`src/hdl/dimension_order_route_assert.svh`:
```
// ----------------------------------------------------------------------------
// Dimension-order route assertion macros
// Shared concurrent assertion forms for the routing pipeline.
// ----------------------------------------------------------------------------
`ifndef DIMENSION_ORDER_ROUTE_ASSERT_SVH
`define DIMENSION_ORDER_ROUTE_ASSERT_SVH

// The consequent must hold in the same cycle as the antecedent.
`define DOR_ASSERT_SAME(label, clock, resetn, cond, prop, msg) \
    label: assert property (@(posedge clock) disable iff (!resetn) \
        (cond) |-> (prop)) else $error(msg);

// The consequent must hold in the cycle after the antecedent.
`define DOR_ASSERT_NEXT(label, clock, resetn, cond, prop, msg) \
    label: assert property (@(posedge clock) disable iff (!resetn) \
        (cond) |=> (prop)) else $error(msg);

`endif

```
`src/hdl/dor_pkg.sv`:
```
// ----------------------------------------------------------------------------
// Dimension-order route package
// Register indexes, route control record and the radix reciprocal table.
// ----------------------------------------------------------------------------
package dor_pkg;

    // Configuration port layout.
    localparam int CFG_INDEX_W = 2;
    localparam int CFG_DATA_W  = 16;
    localparam logic [CFG_INDEX_W-1:0] CFG_RADIX        = 2'd0;
    localparam logic [CFG_INDEX_W-1:0] CFG_NUM_DIMS     = 2'd1;
    localparam logic [CFG_INDEX_W-1:0] CFG_SELF_ADDRESS = 2'd2;

    // Raw register widths and radix limits.
    localparam int RADIX_W    = 5;
    localparam int NUM_DIMS_W = 3;
    localparam int DIGIT_W    = 5;
    localparam logic [RADIX_W-1:0] RADIX_MIN = 5'd2;
    localparam logic [RADIX_W-1:0] RADIX_MAX = 5'd16;

    // Dimension index field, wide enough for up to eight dimensions.
    localparam int DIM_IDX_W = 3;

    // Reciprocals are scaled by two to the power RECIP_SHIFT.
    localparam int RECIP_SHIFT = 32;
    localparam int RECIP_W     = 32;

    // Routing decision carried alongside each request.
    typedef struct packed {
        logic                 done;
        logic                 bad;
        logic                 local_hit;
        logic                 dir_high;
        logic [DIM_IDX_W-1:0] dim;
    } route_t;

    // Floor of two to the 32 over the radix, for radix 2 to 16.
    function automatic logic [RECIP_W-1:0] recip_of(input logic [RADIX_W-1:0] k);
        logic [RECIP_W-1:0] r;
        case (k)
            5'd2:    r = 32'h8000_0000;
            5'd3:    r = 32'h5555_5555;
            5'd4:    r = 32'h4000_0000;
            5'd5:    r = 32'h3333_3333;
            5'd6:    r = 32'h2AAA_AAAA;
            5'd7:    r = 32'h2492_4924;
            5'd8:    r = 32'h2000_0000;
            5'd9:    r = 32'h1C71_C71C;
            5'd10:   r = 32'h1999_9999;
            5'd11:   r = 32'h1745_D174;
            5'd12:   r = 32'h1555_5555;
            5'd13:   r = 32'h13B1_3B13;
            5'd14:   r = 32'h1249_2492;
            5'd15:   r = 32'h1111_1111;
            5'd16:   r = 32'h1000_0000;
            default: r = 32'h8000_0000;
        endcase
        return r;
    endfunction

endpackage

```
`src/hdl/dor_digit.sv`:
```
// ----------------------------------------------------------------------------
// Dimension-order route digit stage
// Extracts one base-radix digit of the destination and own address over two
// register stages and resolves the route if this dimension differs.
// ----------------------------------------------------------------------------
`include "dimension_order_route_assert.svh"

module dor_digit #(
    parameter int ADDR_WIDTH = 16,
    parameter int MAX_DIMS   = 4,
    parameter int DIM_INDEX  = 0
) (
    input  logic                                    clk,
    input  logic                                    rst_n,
    input  logic                                    in_valid,
    output logic                                    in_ready,
    input  dor_pkg::route_t                         in_route,
    input  logic [ADDR_WIDTH-1:0]                   in_dest,
    input  logic [ADDR_WIDTH-1:0]                   in_self,
    input  logic [dor_pkg::RADIX_W-1:0]             radix,
    input  logic [dor_pkg::RECIP_W-1:0]             recip,
    input  logic [$clog2(MAX_DIMS+1)-1:0]           num_dims,
    output logic                                    out_valid,
    input  logic                                    out_ready,
    output dor_pkg::route_t                         out_route,
    output logic [ADDR_WIDTH-1:0]                   out_dest,
    output logic [ADDR_WIDTH-1:0]                   out_self
);
    import dor_pkg::*;

    localparam int PROD_W = ADDR_WIDTH + RECIP_W;
    localparam int BACK_W = ADDR_WIDTH + RADIX_W;

    // Stage A: quotient estimates.
    logic                  a_valid_reg, a_valid_next;
    route_t                a_route_reg;
    logic [ADDR_WIDTH-1:0] a_dest_reg, a_self_reg;
    logic [ADDR_WIDTH-1:0] a_qd_reg, a_qs_reg;

    // Stage B: corrected quotients and the route update.
    logic                  b_valid_reg, b_valid_next;
    route_t                b_route_reg, b_route_next;
    logic [ADDR_WIDTH-1:0] b_dest_reg, b_dest_next;
    logic [ADDR_WIDTH-1:0] b_self_reg, b_self_next;

    logic a_ready, b_ready;
    logic [PROD_W-1:0]     prod_dest, prod_self;
    logic [BACK_W-1:0]     back_dest, back_self;
    logic [ADDR_WIDTH-1:0] rem_dest, rem_self;
    logic                  fix_dest, fix_self;
    logic [DIGIT_W-1:0]    digit_dest, digit_self;
    logic                  dim_active;

    // Each stage moves when the one after it has room.
    assign b_ready  = !b_valid_reg || out_ready;
    assign a_ready  = !a_valid_reg || b_ready;
    assign in_ready = a_ready;

    // Multiply by the scaled reciprocal; the estimate is exact or one low.
    assign prod_dest = in_dest * recip;
    assign prod_self = in_self * recip;

    assign a_valid_next = a_ready ? in_valid : a_valid_reg;

    always_ff @(posedge clk or negedge rst_n)
    begin
        if (!rst_n)
        begin
            a_valid_reg <= 1'b0;
        end
        else
        begin
            a_valid_reg <= a_valid_next;
        end
    end

    always_ff @(posedge clk)
    begin
        if (in_valid && a_ready)
        begin
            a_route_reg <= in_route;
            a_dest_reg  <= in_dest;
            a_self_reg  <= in_self;
            a_qd_reg    <= prod_dest[PROD_W-1:RECIP_SHIFT];
            a_qs_reg    <= prod_self[PROD_W-1:RECIP_SHIFT];
        end
    end

    // Remainder from the estimate, then one correction step.
    assign back_dest = a_qd_reg * radix;
    assign back_self = a_qs_reg * radix;
    assign rem_dest  = a_dest_reg - back_dest[ADDR_WIDTH-1:0];
    assign rem_self  = a_self_reg - back_self[ADDR_WIDTH-1:0];
    assign fix_dest  = BACK_W'(rem_dest) >= BACK_W'(radix);
    assign fix_self  = BACK_W'(rem_self) >= BACK_W'(radix);
    assign digit_dest = DIGIT_W'(rem_dest) - (fix_dest ? radix : '0);
    assign digit_self = DIGIT_W'(rem_self) - (fix_self ? radix : '0);
    assign dim_active = 32'(num_dims) > DIM_INDEX;

    // Resolve the route at the first dimension whose digits differ.
    always_comb
    begin
        b_valid_next = b_ready ? a_valid_reg : b_valid_reg;
        b_dest_next  = a_qd_reg + ADDR_WIDTH'(fix_dest);
        b_self_next  = a_qs_reg + ADDR_WIDTH'(fix_self);
        b_route_next = a_route_reg;
        if (!a_route_reg.done && dim_active && (digit_dest != digit_self))
        begin
            b_route_next.done     = 1'b1;
            b_route_next.bad      = 1'b0;
            b_route_next.dir_high = digit_dest > digit_self;
            b_route_next.dim      = DIM_IDX_W'(DIM_INDEX);
        end
    end

    always_ff @(posedge clk or negedge rst_n)
    begin
        if (!rst_n)
        begin
            b_valid_reg <= 1'b0;
        end
        else
        begin
            b_valid_reg <= b_valid_next;
        end
    end

    always_ff @(posedge clk)
    begin
        if (a_valid_reg && b_ready)
        begin
            b_route_reg <= b_route_next;
            b_dest_reg  <= b_dest_next;
            b_self_reg  <= b_self_next;
        end
    end

    assign out_valid = b_valid_reg;
    assign out_route = b_route_reg;
    assign out_dest  = b_dest_reg;
    assign out_self  = b_self_reg;

    // A request held by the next stage keeps its route.
    `DOR_ASSERT_NEXT(a_digit_hold, clk, rst_n, b_valid_reg && !out_ready,
        b_valid_reg && $stable(b_route_reg), "digit stage dropped a held request")
    // A route already decided passes through unchanged.
    `DOR_ASSERT_NEXT(a_digit_keep, clk, rst_n, a_valid_reg && b_ready && a_route_reg.done,
        b_route_reg == $past(a_route_reg), "digit stage altered a decided route")
    // A resolved dimension route is never flagged bad.
    `DOR_ASSERT_SAME(a_digit_good, clk, rst_n, b_valid_reg && b_route_reg.done,
        !b_route_reg.bad, "decided route carries the bad flag")

endmodule

```
`config.mk`:
```
export PLATFORM = sky130hd
export DESIGN_NAME = dor_digit
export DESIGN_NICKNAME = d
export VERILOG_FILES = /design/src/hdl/dor_pkg.sv /design/src/hdl/dor_digit.sv
export VERILOG_INCLUDE_DIRS = /design/src /design/src/hdl
export SDC_FILE = /design/constraint.sdc
export NUM_CORES = 2
export LEC_CHECK = 0
export ABC_AREA = 1
export BUFFER_PORTS_ARGS = -buffer_cell sky130_fd_sc_hd__buf_2
export CAP_MARGIN = 15
export CORE_ASPECT_RATIO = 1.75
export CORE_MARGIN = 4
export CORE_UTILIZATION = 65
export DETAILED_ROUTE_END_ITERATION = 10
export PLACE_DENSITY = 0.8
export SLEW_MARGIN = 20
export SYNTH_ARGS = -nofsm -noshare
export SYNTH_HDL_FRONTEND = slang
export SYNTH_SLANG_ARGS = --single-unit
```
`constraint.sdc`:
```
create_clock -name clk -period 7.45 [get_ports clk]
set_clock_uncertainty 0.05 [all_clocks]
set_input_delay 1.49 -clock clk [delete_from_list [all_inputs] [get_ports clk]]
set_output_delay 1.49 -clock clk [all_outputs]
set_load 0.02 [all_outputs]
```
-- Word level (Yosys, flattened, before mapping)
Cells that the tools add are included.
- logic and storage cells: 45
- memory bits (writable): 0
- register bits: 112
- output and inout bits: 41
- input bits: 83
- memories: 0
- bits in latches: 0
- bits in read-only memories: 0
- add/subtract/negate cells: 6
- bitwise operators: 0
- reduce and logical (&&, ||, !) cells: 9
- $lt $le $gt $ge: 4
- muxes and demuxes: 3
- multiply operators: 4
- divide/modulo/power cells: 0
- eq/ne operators: 1
- shift operators: 0
- operators with widths (operator ; number):
    16-bit by 32-bit multiplier with 48-bit output ; 2
    16-bit by 1-bit adder with 16-bit output ; 2
    16-bit by 5-bit greater-or-equal comparator with 1-bit output ; 2
    16-bit by 5-bit multiplier with 16-bit output ; 2
    16-bit subtractor ; 2
    5-bit two-way mux ; 2
    5-bit subtractor ; 2
    5-bit greater-than comparator ; 1
    5-bit inequality test ; 1
    1-bit logical AND ; 4
    4-bit two-way mux ; 1
    3-bit by 1-bit greater-than comparator with 1-bit output (second input constant) ; 1
    1-bit zero test ; 3
    1-bit logical OR ; 2

-- Longest topological paths before layout
- depth after elaboration: 8
- gate-level depth with buffers: 41
- depth with buffers taken out: 39

-- Least setup slack after synthesis
OpenSTA, ideal clock, no wires.
- path type: in2reg
- start point: input radix[2] in the netlist's numbering
- end point: register b_route_reg (netlist bit out_route[3]), data pin
- required time: 7.129 ns
- buffers on the path: 2
- stages on the path: 38
- path slack: -0.032 ns
- arrival: 7.161 ns
- setup time: 0.271 ns
- cell sequence: clkbuf_1 -> buf_1 -> nand2_1 -> fa_1 -> fa_1 -> inv_1 -> fa_1 -> inv_1 -> ha_1 -> nand2_1 -> inv_1 -> a21oi_1 -> nand2_1 -> nand2_1 -> nand2_1 -> nor2_1 -> nand3_1 -> nor2_1 -> [... 2 more ...] -> nand2_1 -> inv_1 -> ha_1 -> inv_1 -> fa_1 -> a21o_1 -> a21oi_1 -> xnor2_1 -> inv_1 -> nand3_1 -> nand2_1 -> ha_1 -> nand2_1 -> nor2_1 -> nand2_1 -> nand2_1 -> nor2_1 -> a31oi_1
- RTL lines (item ; RTL line ; RTL):
    start, declared ; dor_digit.sv:20 ; input logic [dor_pkg::RADIX_W-1:0] radix,
    end signal, assigned ; dor_digit.sv:132 ; b_route_reg <= b_route_next;
    end, declared ; dor_digit.sv:42 ; route_t b_route_reg, b_route_next;

-- Worst setup path in the final report
- start point: input recip[30] in the netlist's numbering
- end point: register a_qs_reg[12], data pin
- longest elaborated chain between the ends: 1
- ends and longest elaborated chain (item ; RTL line ; RTL):
    start, declared ; dor_digit.sv:21 ; input logic [dor_pkg::RECIP_W-1:0] recip,
    16-bit by 32-bit multiplier with 48-bit output ; dor_digit.sv:61 ; assign prod_self = in_self * recip;
    net prod_self[44] ; dor_digit.sv:47 ; logic [PROD_W-1:0] prod_dest, prod_self;
    end signal, assigned ; dor_digit.sv:85 ; a_qs_reg <= prod_self[PROD_W-1:RECIP_SHIFT];
    end, declared ; dor_digit.sv:38 ; logic [ADDR_WIDTH-1:0] a_qd_reg, a_qs_reg;
The timed path passes the listed nets, and every way through them passes these cells.
A chain may end at the register's enable or synchronous reset.

==> flow_summary.html <==
<table>
<tr><th>Metric</th><th>Value</th></tr>
<tr><th colspan="2">Clocking</th></tr>
<tr><td>Cts bufs inserted</td><td>9</td></tr>
<tr><td>Clock Latency Late Sink</td><td>400 ps</td></tr>
<tr><td>Clk pin slew, worst setup/hold paths</td><td>80 ps</td></tr>
<tr><td>H-tree lvl count</td><td>3</td></tr>
<tr><td>Max Buffers Root-to-Sink</td><td>2</td></tr>
<tr><td>TritonCTS clock tree</td><td>built</td></tr>
<tr><td>Clock Sinks</td><td>112</td></tr>
<tr><td>Root buffer selected by CTS</td><td>sky130_fd_sc_hd__clkbuf_16</td></tr>
<tr><th colspan="2">Global route</th></tr>
<tr><td>Pin count of the biggest net entering global routing</td><td>61</td></tr>
<tr><td>Total global routing overflow</td><td>0</td></tr>
<tr><td>Total Routing Usage GR</td><td>0.363</td></tr>
<tr><td>Via count of the first global-routing pass</td><td>38700</td></tr>
<tr><td>Initial antenna violation count</td><td>5</td></tr>
<tr><td>Wire length of the first global-routing pass</td><td>192 mm</td></tr>
<tr><th colspan="2">Synthesis</th></tr>
<tr><td>Synth top area share</td><td>0.447</td></tr>
<tr><td>Netlist cell types</td><td>55</td></tr>
<tr><td>Count of mapped cells out of synthesis</td><td>5191</td></tr>
<tr><td>Most area-hungry cell type in the Yosys netlist</td><td>sky130_fd_sc_hd__fa_1</td></tr>
<tr><td>Syn Area/Cell</td><td>8.02 µm²</td></tr>
<tr><td>Async S/R FF share, synth</td><td>0.0179</td></tr>
<tr><td>Sequential-to-total area share from yosys stat</td><td>0.0806</td></tr>
<tr><td>Primary flip-flop cell chosen by synthesis mapping</td><td>sky130_fd_sc_hd__edfxtp_1</td></tr>
<tr><td>Count of flip-flops with a built-in enable after synthesis</td><td>110</td></tr>
<tr><td>Post-Synthesis Net Count</td><td>6505</td></tr>
<tr><td>Largest cells by area after synthesis</td><td>sky130_fd_sc_hd__fa_1 (45%), sky130_fd_sc_hd__nand2_1 (14%), sky130_fd_sc_hd__inv_1 (12%)</td></tr>
<tr><td>Synth Register Bits</td><td>112</td></tr>
<tr><td>Commonest cells in the netlist</td><td>sky130_fd_sc_hd__nand2_1 (1509), sky130_fd_sc_hd__inv_1 (1357), sky130_fd_sc_hd__fa_1 (930), sky130_fd_sc_hd__ha_1 (301), sky130_fd_sc_hd__clkbuf_1 (205)</td></tr>
<tr><td>Post-Synthesis Cell Area</td><td>41600 µm²</td></tr>
<tr><td>Yosys synthesis warning count</td><td>0</td></tr>
<tr><td>Most common cell in the synthesized netlist</td><td>sky130_fd_sc_hd__nand2_1</td></tr>
<tr><th colspan="2">Detailed routing</th></tr>
<tr><td>Final routed wire length divided by cell count</td><td>19.0 µm</td></tr>
<tr><td>Starting DRC count in detailed routing</td><td>2735</td></tr>
<tr><td>Final wirelength</td><td>119 mm</td></tr>
<tr><td>Number of nets still failing antenna checks after routing</td><td>0</td></tr>
<tr><td>Total via count in the routed design</td><td>35200</td></tr>
<tr><td>Number of vias per cell</td><td>5.62</td></tr>
<tr><td>DRC Markers</td><td>0</td></tr>
<tr><td>Number of detailed-route iterations in the first pass</td><td>6</td></tr>
<tr><th colspan="2">Floorplanning</th></tr>
<tr><td>Total I/O pin count</td><td>124</td></tr>
<tr><td>Effective utilization at floorplan</td><td>0.657</td></tr>
<tr><td>Die ar.</td><td>68300 µm²</td></tr>
<tr><td>DIE WIDTH</td><td>199 µm</td></tr>
<tr><td>Placeable Area</td><td>63300 µm²</td></tr>
<tr><td>Die Y-Extent</td><td>343 µm</td></tr>
<tr><td>Cell Rows</td><td>122</td></tr>
<tr><th colspan="2">Timing</th></tr>
<tr><td>Final setup violating endpoints</td><td>0</td></tr>
<tr><td>Worst-Margin Slew</td><td>770 ps</td></tr>
<tr><td>Timing-limited maximum frequency</td><td>138 MHz</td></tr>
<tr><td>Fin. Hold Viols</td><td>0</td></tr>
<tr><td>Part of the cycle the worst path needs</td><td>0.970</td></tr>
<tr><td>Slew Viols, Final</td><td>0</td></tr>
<tr><td>Sum of negative setup slack</td><td>0 ps</td></tr>
<tr><td>Clock period minus final worst setup slack</td><td>7230 ps</td></tr>
<tr><td>Worst slew margin</td><td>0.487</td></tr>
<tr><th colspan="2">Placement</th></tr>
<tr><td>Number of buffers inserted by port buffering</td><td>123</td></tr>
<tr><td>RePlAce Congestion</td><td>0.962</td></tr>
<tr><td>Placed instance area</td><td>45600 µm²</td></tr>
<tr><td>DP Cell Count</td><td>6243</td></tr>
<tr><td>Half-perimeter wire length after detailed placement</td><td>100 mm</td></tr>
<tr><th colspan="2">Critical path</th></tr>
<tr><td>Endpoint kind of the worst setup timing path</td><td>flop</td></tr>
<tr><td>Kind of launch point of the worst setup path</td><td>primary input</td></tr>
<tr><td>Maximum fanout along the worst path</td><td>9</td></tr>
<tr><td>Critical Path AT</td><td>7290 ps</td></tr>
<tr><td>Required time of the critical path</td><td>7510 ps</td></tr>
<tr><td>Crit Path Class</td><td>in -&gt; reg</td></tr>
<tr><th colspan="2">Status</th></tr>
<tr><td>Status</td><td>complete, no violations</td></tr>
<tr><th colspan="2">Run</th></tr>
<tr><td>Number of max-cap violations</td><td>0</td></tr>
<tr><th colspan="2">Final layout</th></tr>
<tr><td>Post-Layout Cell Count</td><td>6265</td></tr>
<tr><td>Final core occ</td><td>0.729</td></tr>
<tr><td>Final instance area</td><td>46200 µm²</td></tr>
<tr><td>Layout cell share with drive strength beyond 1</td><td>0.104</td></tr>
<tr><td>Nets</td><td>6762</td></tr>
<tr><td>Synth-to-layout area growth</td><td>10.9%</td></tr>
<tr><th colspan="2">Hold path</th></tr>
<tr><td>Class of the tightest hold or removal check</td><td>reg -&gt; reg</td></tr>
</table>
-- layer usage --
metal / part of all wire / routed length (µm) / global-route usage / up-vias
met3: 0.072 / 8570 / 0.0532 / 660
met4: 0.098 / 11700 / 0.284 / 4
met5: 0.00028 / 33 / 0 / -
met2: 0.51 / 60500 / 0.630 / 1801
li1: - / - / - / 15500
met1: 0.32 / 38500 / 0.392 / 17200
-- final cells by class --
cell class	instances	area, µm²
fillers	4762	17200
clock inverters	7	70.1
repair buffers	472	3840
clock buffers	9	225
diodes	6	15.0
flip-flops and latches	112	3350
multi-input cells	3494	32500
well taps	806	1010
inverters	1359	5100
-- cell families after synthesis --
family	Yosys count	synth area share
simple gates	1864	0.178
compound gates	317	0.0428
buf+inv	1585	0.143
flops	112	0.0806
fa+ha+maj	1231	0.538
xor+xnor	82	0.0173
-- final timing paths --
path	startpoint	endpoint	slack, ps	cells after the start
worst max-delay path	recip[30]	a_qs_reg[12]	220	23
worst min-delay path	a_route_reg[4]	out_route[4]	400	0
worst max register to register	a_qs_reg[5]	out_route[3]	950	38
worst min register to register	a_route_reg[4]	out_route[4]	400	0
max in group asynchronous	rst_n	a_valid_reg	6420	1
min in group asynchronous	rst_n	out_valid	820	1
-- stage by stage --
step	hold slack (ps)	setup slack (ps)
after global placement	357	-220
after detailed placement	378	-323
final	395	223
after floorplan	350	71.8
after CTS	397	61.1
after global routing	417	-63.1
-- cell usage in the layout (no fill, tap or decap), types with 11 or more instances in the layout --
cell type                  netlist  layout
sky130_fd_sc_hd__nand2_1      1509    1505
sky130_fd_sc_hd__inv_1        1357    1355
sky130_fd_sc_hd__fa_1          930     930
sky130_fd_sc_hd__buf_4           1     302
sky130_fd_sc_hd__ha_1          301     290
sky130_fd_sc_hd__nor2_1        179     174
sky130_fd_sc_hd__a21oi_1       156     141
sky130_fd_sc_hd__buf_2           8     118
sky130_fd_sc_hd__edfxtp_1      110     110
sky130_fd_sc_hd__o21ai_0        85      82
sky130_fd_sc_hd__nand3_1        80      80
sky130_fd_sc_hd__xor2_1         59      59
sky130_fd_sc_hd__buf_12          0      47
sky130_fd_sc_hd__xnor2_1        23      23
sky130_fd_sc_hd__nand4_1        21      21
sky130_fd_sc_hd__nor3_1         18      17
sky130_fd_sc_hd__a21oi_2         2      16
sky130_fd_sc_hd__o21a_1         13      13
sky130_fd_sc_hd__nand3b_1       12      12
sky130_fd_sc_hd__nand2_2         7      11
-- worst max-delay path, cell delays in order --
cell	delay, ps
sky130_fd_sc_hd__buf_2	340
sky130_fd_sc_hd__nand2_1	130
sky130_fd_sc_hd__fa_1	530
sky130_fd_sc_hd__inv_1	60
sky130_fd_sc_hd__fa_1	550
sky130_fd_sc_hd__inv_1	60
sky130_fd_sc_hd__fa_1	490
sky130_fd_sc_hd__fa_1	510
sky130_fd_sc_hd__fa_1	490
sky130_fd_sc_hd__inv_1	50
sky130_fd_sc_hd__fa_1	480
sky130_fd_sc_hd__ha_1	350
sky130_fd_sc_hd__buf_4	130
sky130_fd_sc_hd__nand2_1	60
sky130_fd_sc_hd__nor2_1	150
sky130_fd_sc_hd__nand2_1	100
sky130_fd_sc_hd__nor4_1	310
sky130_fd_sc_hd__nand4_1	160
sky130_fd_sc_hd__nand3_1	250
sky130_fd_sc_hd__a21o_1	240
sky130_fd_sc_hd__nand2_1	120
sky130_fd_sc_hd__nand3_1	90
sky130_fd_sc_hd__nand2_1	130
-- timing repair --
action	4_1_cts	5_1_grt
resized for setup	0	54
hold buffers	0	0
hold endpoints to repair	0	0
setup buffers	0	0
setup endpoints to repair	0	7
Power is not shown: default switching activity piles up to over one toggle a cycle in this logic, so the estimate is an artifact.
